[config.mk]
export PLATFORM = sky130hd
export DESIGN_NAME = igde_div
export DESIGN_NICKNAME = d
export VERILOG_FILES = /design/src/sv/igde_pkg.sv /design/src/sv/igde_div.sv
export SDC_FILE = /design/constraint.sdc
export NUM_CORES = 1
export LEC_CHECK = 0
export BUFFER_PORTS_ARGS = -buffer_cell sky130_fd_sc_hd__buf_2
export CELL_PAD_IN_SITES_DETAIL_PLACEMENT = 1
export CELL_PAD_IN_SITES_GLOBAL_PLACEMENT = 1
export CORE_ASPECT_RATIO = 0.6
export CORE_MARGIN = 1
export CORE_UTILIZATION = 47
export CTS_BUF_LIST = sky130_fd_sc_hd__clkbuf_8
export DETAILED_ROUTE_END_ITERATION = 10
export GPL_TIMING_DRIVEN = 0
export PLACE_DENSITY_LB_ADDON = 0.1
export SYNTH_ARGS = -nofsm -noshare
export SYNTH_HDL_FRONTEND = slang
export SYNTH_SLANG_ARGS = --single-unit
export TNS_END_PERCENT = 100
[constraint.sdc]
create_clock -name clk -period 4.3 [get_ports clk]
set_input_delay 0.215 -clock clk [delete_from_list [all_inputs] [get_ports clk]]
set_output_delay 0.215 -clock clk [all_outputs]
set_load 0.02 [all_outputs]
[src/sv/igde_pkg.sv]
// igde_pkg: shared constants and types of the gravity direction estimator
// used by the divider, the top level and the testbench; no dependencies

package igde_pkg;

  localparam int MAX_WINDOW = 64;
  localparam int SLOT_W     = $clog2(MAX_WINDOW);
  localparam int CNT_W      = $clog2(MAX_WINDOW + 1);
  localparam int SUM_W      = 32 + SLOT_W;
  localparam int CFG_IDX_W  = 8;

  localparam logic [63:0] ONE_Q30   = 64'd1073741824;
  localparam logic [16:0] ALPHA_ONE = 17'd65536;

  localparam logic [CFG_IDX_W-1:0] CFG_WINDOW_LEN = 8'd0;
  localparam logic [CFG_IDX_W-1:0] CFG_ALPHA      = 8'd1;
  localparam logic [CFG_IDX_W-1:0] CFG_MIN_NORM   = 8'd2;
  localparam logic [CFG_IDX_W-1:0] CFG_INIT_X     = 8'd3;
  localparam logic [CFG_IDX_W-1:0] CFG_INIT_Y     = 8'd4;
  localparam logic [CFG_IDX_W-1:0] CFG_INIT_Z     = 8'd5;

  typedef struct packed {
    logic        start;
    logic [63:0] num;
    logic [32:0] den;
    logic [5:0]  steps;
  } div_req_t;

  typedef struct packed {
    logic        done;
    logic [63:0] quo;
  } div_rsp_t;

endpackage

[src/sv/igde_div.sv]
// igde_div: restoring divider, one quotient bit per cycle
// depends on igde_pkg for the request and response structs

module igde_div (
  input  logic                clk,
  input  logic                rst_n,
  input  igde_pkg::div_req_t  req,
  output igde_pkg::div_rsp_t  rsp
);

  logic [63:0] q_r;
  logic [32:0] rem_r;
  logic [32:0] den_r;
  logic [5:0]  cnt_r;
  logic        run_r;
  logic        done_r;
  logic [33:0] rem2;
  logic        fits;

  assign rem2 = {rem_r, q_r[63]};
  assign fits = rem2 >= {1'b0, den_r};

  always_ff @(posedge clk) begin
    if (!rst_n) begin
      run_r  <= 1'b0;
      done_r <= 1'b0;
      cnt_r  <= '0;
    end else begin
      done_r <= 1'b0;
      if (req.start) begin
        rem_r <= 33'(req.num >> req.steps);
        q_r   <= req.num << (7'd64 - {1'b0, req.steps});
        den_r <= req.den;
        cnt_r <= req.steps;
        run_r <= 1'b1;
      end else if (run_r) begin
        if (fits) begin
          rem_r <= 33'(rem2 - {1'b0, den_r});
        end else begin
          rem_r <= rem2[32:0];
        end
        q_r   <= {q_r[62:0], fits};
        cnt_r <= cnt_r - 6'd1;
        if (cnt_r == 6'd1) begin
          run_r  <= 1'b0;
          done_r <= 1'b1;
        end
      end
    end
  end

  assign rsp.done = done_r;
  assign rsp.quo  = q_r;

endmodule

* Word-level counts from Yosys, hierarchy flattened *
Cells that the tools add are included.

cells by class
  $add $sub $neg = 3
  magnitude comparators = 1
  shifts and indexed selects = 2
  equality and inequality tests = 1
  reductions and logical operators = 4
  multiplexer cells = 11
  bitwise logic cells = 2

operators with widths
  kind                                                                   count
  64-bit two-way mux                                                     2
  33-bit two-way mux                                                     3
  64-bit by 7-bit << shifter with 64-bit output                          1
  64-bit by 6-bit >> shifter with 33-bit output                          1
  34-bit by 33-bit >= comparator with 1-bit output                       1
  33-bit subtractor                                                      1
  6-bit two-way mux                                                      2
  7-bit by 6-bit subtractor with 7-bit output, first input constant      1
  6-bit by 1-bit equality test with 1-bit output, second input constant  1
  6-bit by 1-bit subtractor with 6-bit output, second input constant     1
  1-bit two-way mux                                                      4
  2-bit AND reduction                                                    2
  3-bit OR reduction                                                     1
  1-bit inverter                                                         2
  2-bit nonzero test                                                     1

storage, ports and cells
  bits in registers = 138
  output and inout bits = 65
  word-level logic and storage cells = 30
  bits of input ports = 106

* Logic depth before layout (Yosys ltp) *
  depth after elaboration = 4
  gate-level depth with buffers = 17
  depth with buffers taken out = 12

* Worst setup path before layout *
No wires, ideal clock.

  kind = in2reg
  from = input port req[0] (netlist bit)
  to = register q_r[49] (data pin)
  stages = 15
  setup slack = 0.688 ns
  data arrival time = 3.351 ns
  required time = 4.039 ns
  setup time = 0.261 ns
  buffers on the path = 7
  path through = buf_4 > buf_2 > inv_2 > clkbuf_1 > clkbuf_1 > ha_1 > buf_2 > buf_1 > buf_2 > mux4_2 > mux2i_1 > mux2i_1 > a22oi_1 > nor2_1 > a221o_1

on the way
  cells in the longest elaborated chain, start to end = 3

ends and longest elaborated chain
  element                                        RTL line        source
  start: declaration                             igde_div.sv:7   input igde_pkg::div_req_t req,
  7-bit by 6-bit subtractor with 7-bit output    igde_div.sv:32  q_r <= req.num << (7'd64 - {1'b0, req.steps});
  64-bit by 7-bit << shifter with 64-bit output  igde_div.sv:32
  64-bit two-way mux                             igde_div.sv:30  if (req.start) begin
  end signal: assignment                         igde_div.sv:32
  end signal: assignment                         igde_div.sv:42  q_r <= {q_r[62:0], fits};
  end: declaration                               igde_div.sv:11  logic [63:0] q_r;

No other way between the ends.
A chain may end at the register's enable or synchronous reset.

* Final worst setup path *
  from = input port req[0] (netlist bit)
  to = register q_r[51] (data pin)

Same word-level chain as after synthesis.

==> results.toml <==
[status]
status = "finished with violations"
violations = "negative setup slack"

[clock_tree]
clk_latency_ps = 530
cts-root-buf = "clkbuf_8"
clkSinkCount = 138
cts_buffers = 17
htreeDepth = 4
cts_tree = "yes"
clk_pin_slew_ps = 90
clockBufferDepth = 2

[drt]
avgRoutedWirePerCell_um = 34.0
num_vias = 16886
drc = 0
drtAntennaViolNets = 0
wl_um = 77100
drtIter0Drc = 2870
avgViaCountPerCell = 7.44
first_pass_iters = 8

[grt]
grt_pass1_wl_um = 109000
first_global_vias = 15748
antenna_found_initial = 6
overflow = 0
grt_max_degree = 66
gr-usage-all-layers = 0.475

[sta]
finalCriticalPeriod_ps = 4380
fin_skew_ps = 18.3
worstMarginPinSlew_ps = 1350
hold_violations = 0
setup_viol = 3
max_freq_ghz = 0.228
relSlewSlack = 0.0933
setup_slack_ps = -76.5
fin_crit_sh = 1.02
tns_ps = -177
rsz0062_at_grt = "false"
slew_violations = 0

[worst_setup_path]
startpoint_type = "input port"
worstPathMaxFanout = 18
crit_required_ps = 4580
cp-end-kind = "flop"
path_class = "input port to flop"
arrival_ps = 4660

[floorplan]
die_height_um = 139
die_w_um = 231
fp.coreArea_um2 = 30300
die_area_um2 = 32100
rows = 49
ioPinCount = 171
initial_core_util = 0.485

[synthesis]
ys_ff_latch = 138
ys_warn_count = 0
yosys-top-cells-count = "nand2_1 (251), nor2_1 (153), edfxtp_1 (130)"
synth_sequential_area_ratio = 0.276
syn_avg_cell_area_um2 = 9.04
synth_top_flop_cell = "edfxtp_1"
synth_edf_count = 130
synth_top_area_frac = 0.265
synthCells = 1628
yosysMostFrequentCell = "nand2_1"
syn_nets = 1771
synth_top_area_cell = "edfxtp_1"
netlist_area_um2 = 14700
synth_area_leaders = "edfxtp_1 (27%), mux4_2 (16%), mux2i_1 (7.0%)"
netlist-cell-type-count = 70
synthArstFlopShare = 0

[layout]
drive_above_1_share = 0.221
final_util = 0.559
area_growth_pct = 15.2
fill_cells = 3568
final_nets = 1988

[power]
p_leak_nw = 6.84
powerDensity_nw_per_um2 = 349
ir_drop_mv = 0.212

[place]
finalWeightedCongestion = 1.08
dp_hpwl_um = 62000
pre_cts_ws_ps = -1410
place.port_buffers = 166

[min_path]
hold_path.class = "input port to flop"

[run]
maxCapViolCount = 0
==> critical path: stages <==
cell and delay [ps]:
buf_4 210, inv_2 170, clkbuf_1 530, clkbuf_2 420, ha_1 190, buf_2 350, buf_2 370, clkbuf_4 350
mux4_2 360, nand2_1 90, nand2_1 100, o21ai_0 660, o21ai_0 230, a221o_1 380
==> sequential cells by signal, summed over array words and instances, names as in the netlist <==
register and flops:
cnt_r 6, den_r 33, done_r 1, q_r 64, rem_r 33, run_r 1
==> path summary, 6_finish.rpt <==
check	from	end	slack (ps)	cells after the start
max	req[0]	q_r[51]	-80	14
min	rst_n	cnt_r[0]	10	2
max reg2reg	q_r[63]	rem_r[5]	200	13
min reg2reg	q_r[13]	q_r[14]	560	1
==> routing by layer <==
metal,wire length [um],vias to the layer above,global-route usage
met2,26800,1617,0.544
met5,259,-,0.0506
met3,16200,174,0.326
met1,32400,8432,0.698
li1,-,6651,-
met4,1500,12,0.0920
==> final cells by class <==
type	instances	area, um^2	share of cell area
plain buffers	130	587	0.0346
inverters	65	244	0.0144
flip-flops and latches	138	4060	0.240
diodes	4	10.0	0.000590
well taps	408	510	0.0301
repair buffers	200	1190	0.0701
clock inverters	14	205	0.0121
clock buffers	18	248	0.0146
multi-input cells	1293	9900	0.584
==> placed cells by master (no fill, tap or decap), types with 35 or more instances in the layout <==
cell      synthesis  final
o21ai_0          74     74
mux2_2           35     35
o221ai_1         38     38
buf_2            34    197
a21oi_1         126    117
nor2_1          153    153
inv_1            60     63
edfxtp_1        130    130
nand2_1         251    251
mux2i_1         103    103
clkbuf_1         77     71
ha_1             36     36
mux4_2          103    103
==> timing repair <==
item	in CTS	in global routing
buffers inserted	0	0
endpoints found under the setup margin	47	57
hold endpoints to repair	33	0
hold buffers	33	0
resized for setup	18	11
==> through the flow <==
step / instances / cell area [um^2] / hold WS (ps) / total power [W]
after detailed placement: 2203 / 16100 / 393 / 0.00434
after global placement: 2202 / 16100 / 391 / 0.00425
after floorplan: 1628 / 14700 / 314 / 0.00337
after global routing: 2267 / 17000 / 34.9 / 0.00601
final: 2270 / 17000 / 15.0 / 0.00591
after CTS: 2268 / 16900 / 7.17 / 0.00568
==> power breakdown <==
group          internal [W]  switching (W)
logic              0.000947        0.00192
clock network      0.000700       0.000631
registers           0.00164      0.0000771
==> logic make-up after synthesis <==
logic type,count (synthesis),share of synthesized area
buf+inv,197,0.0557
simple gates,526,0.153
compound gates,452,0.207
fa+ha+maj,37,0.0320
xor+xnor,37,0.0220
flops,138,0.276
mux,241,0.254
Power figures use the tool's default switching activity.
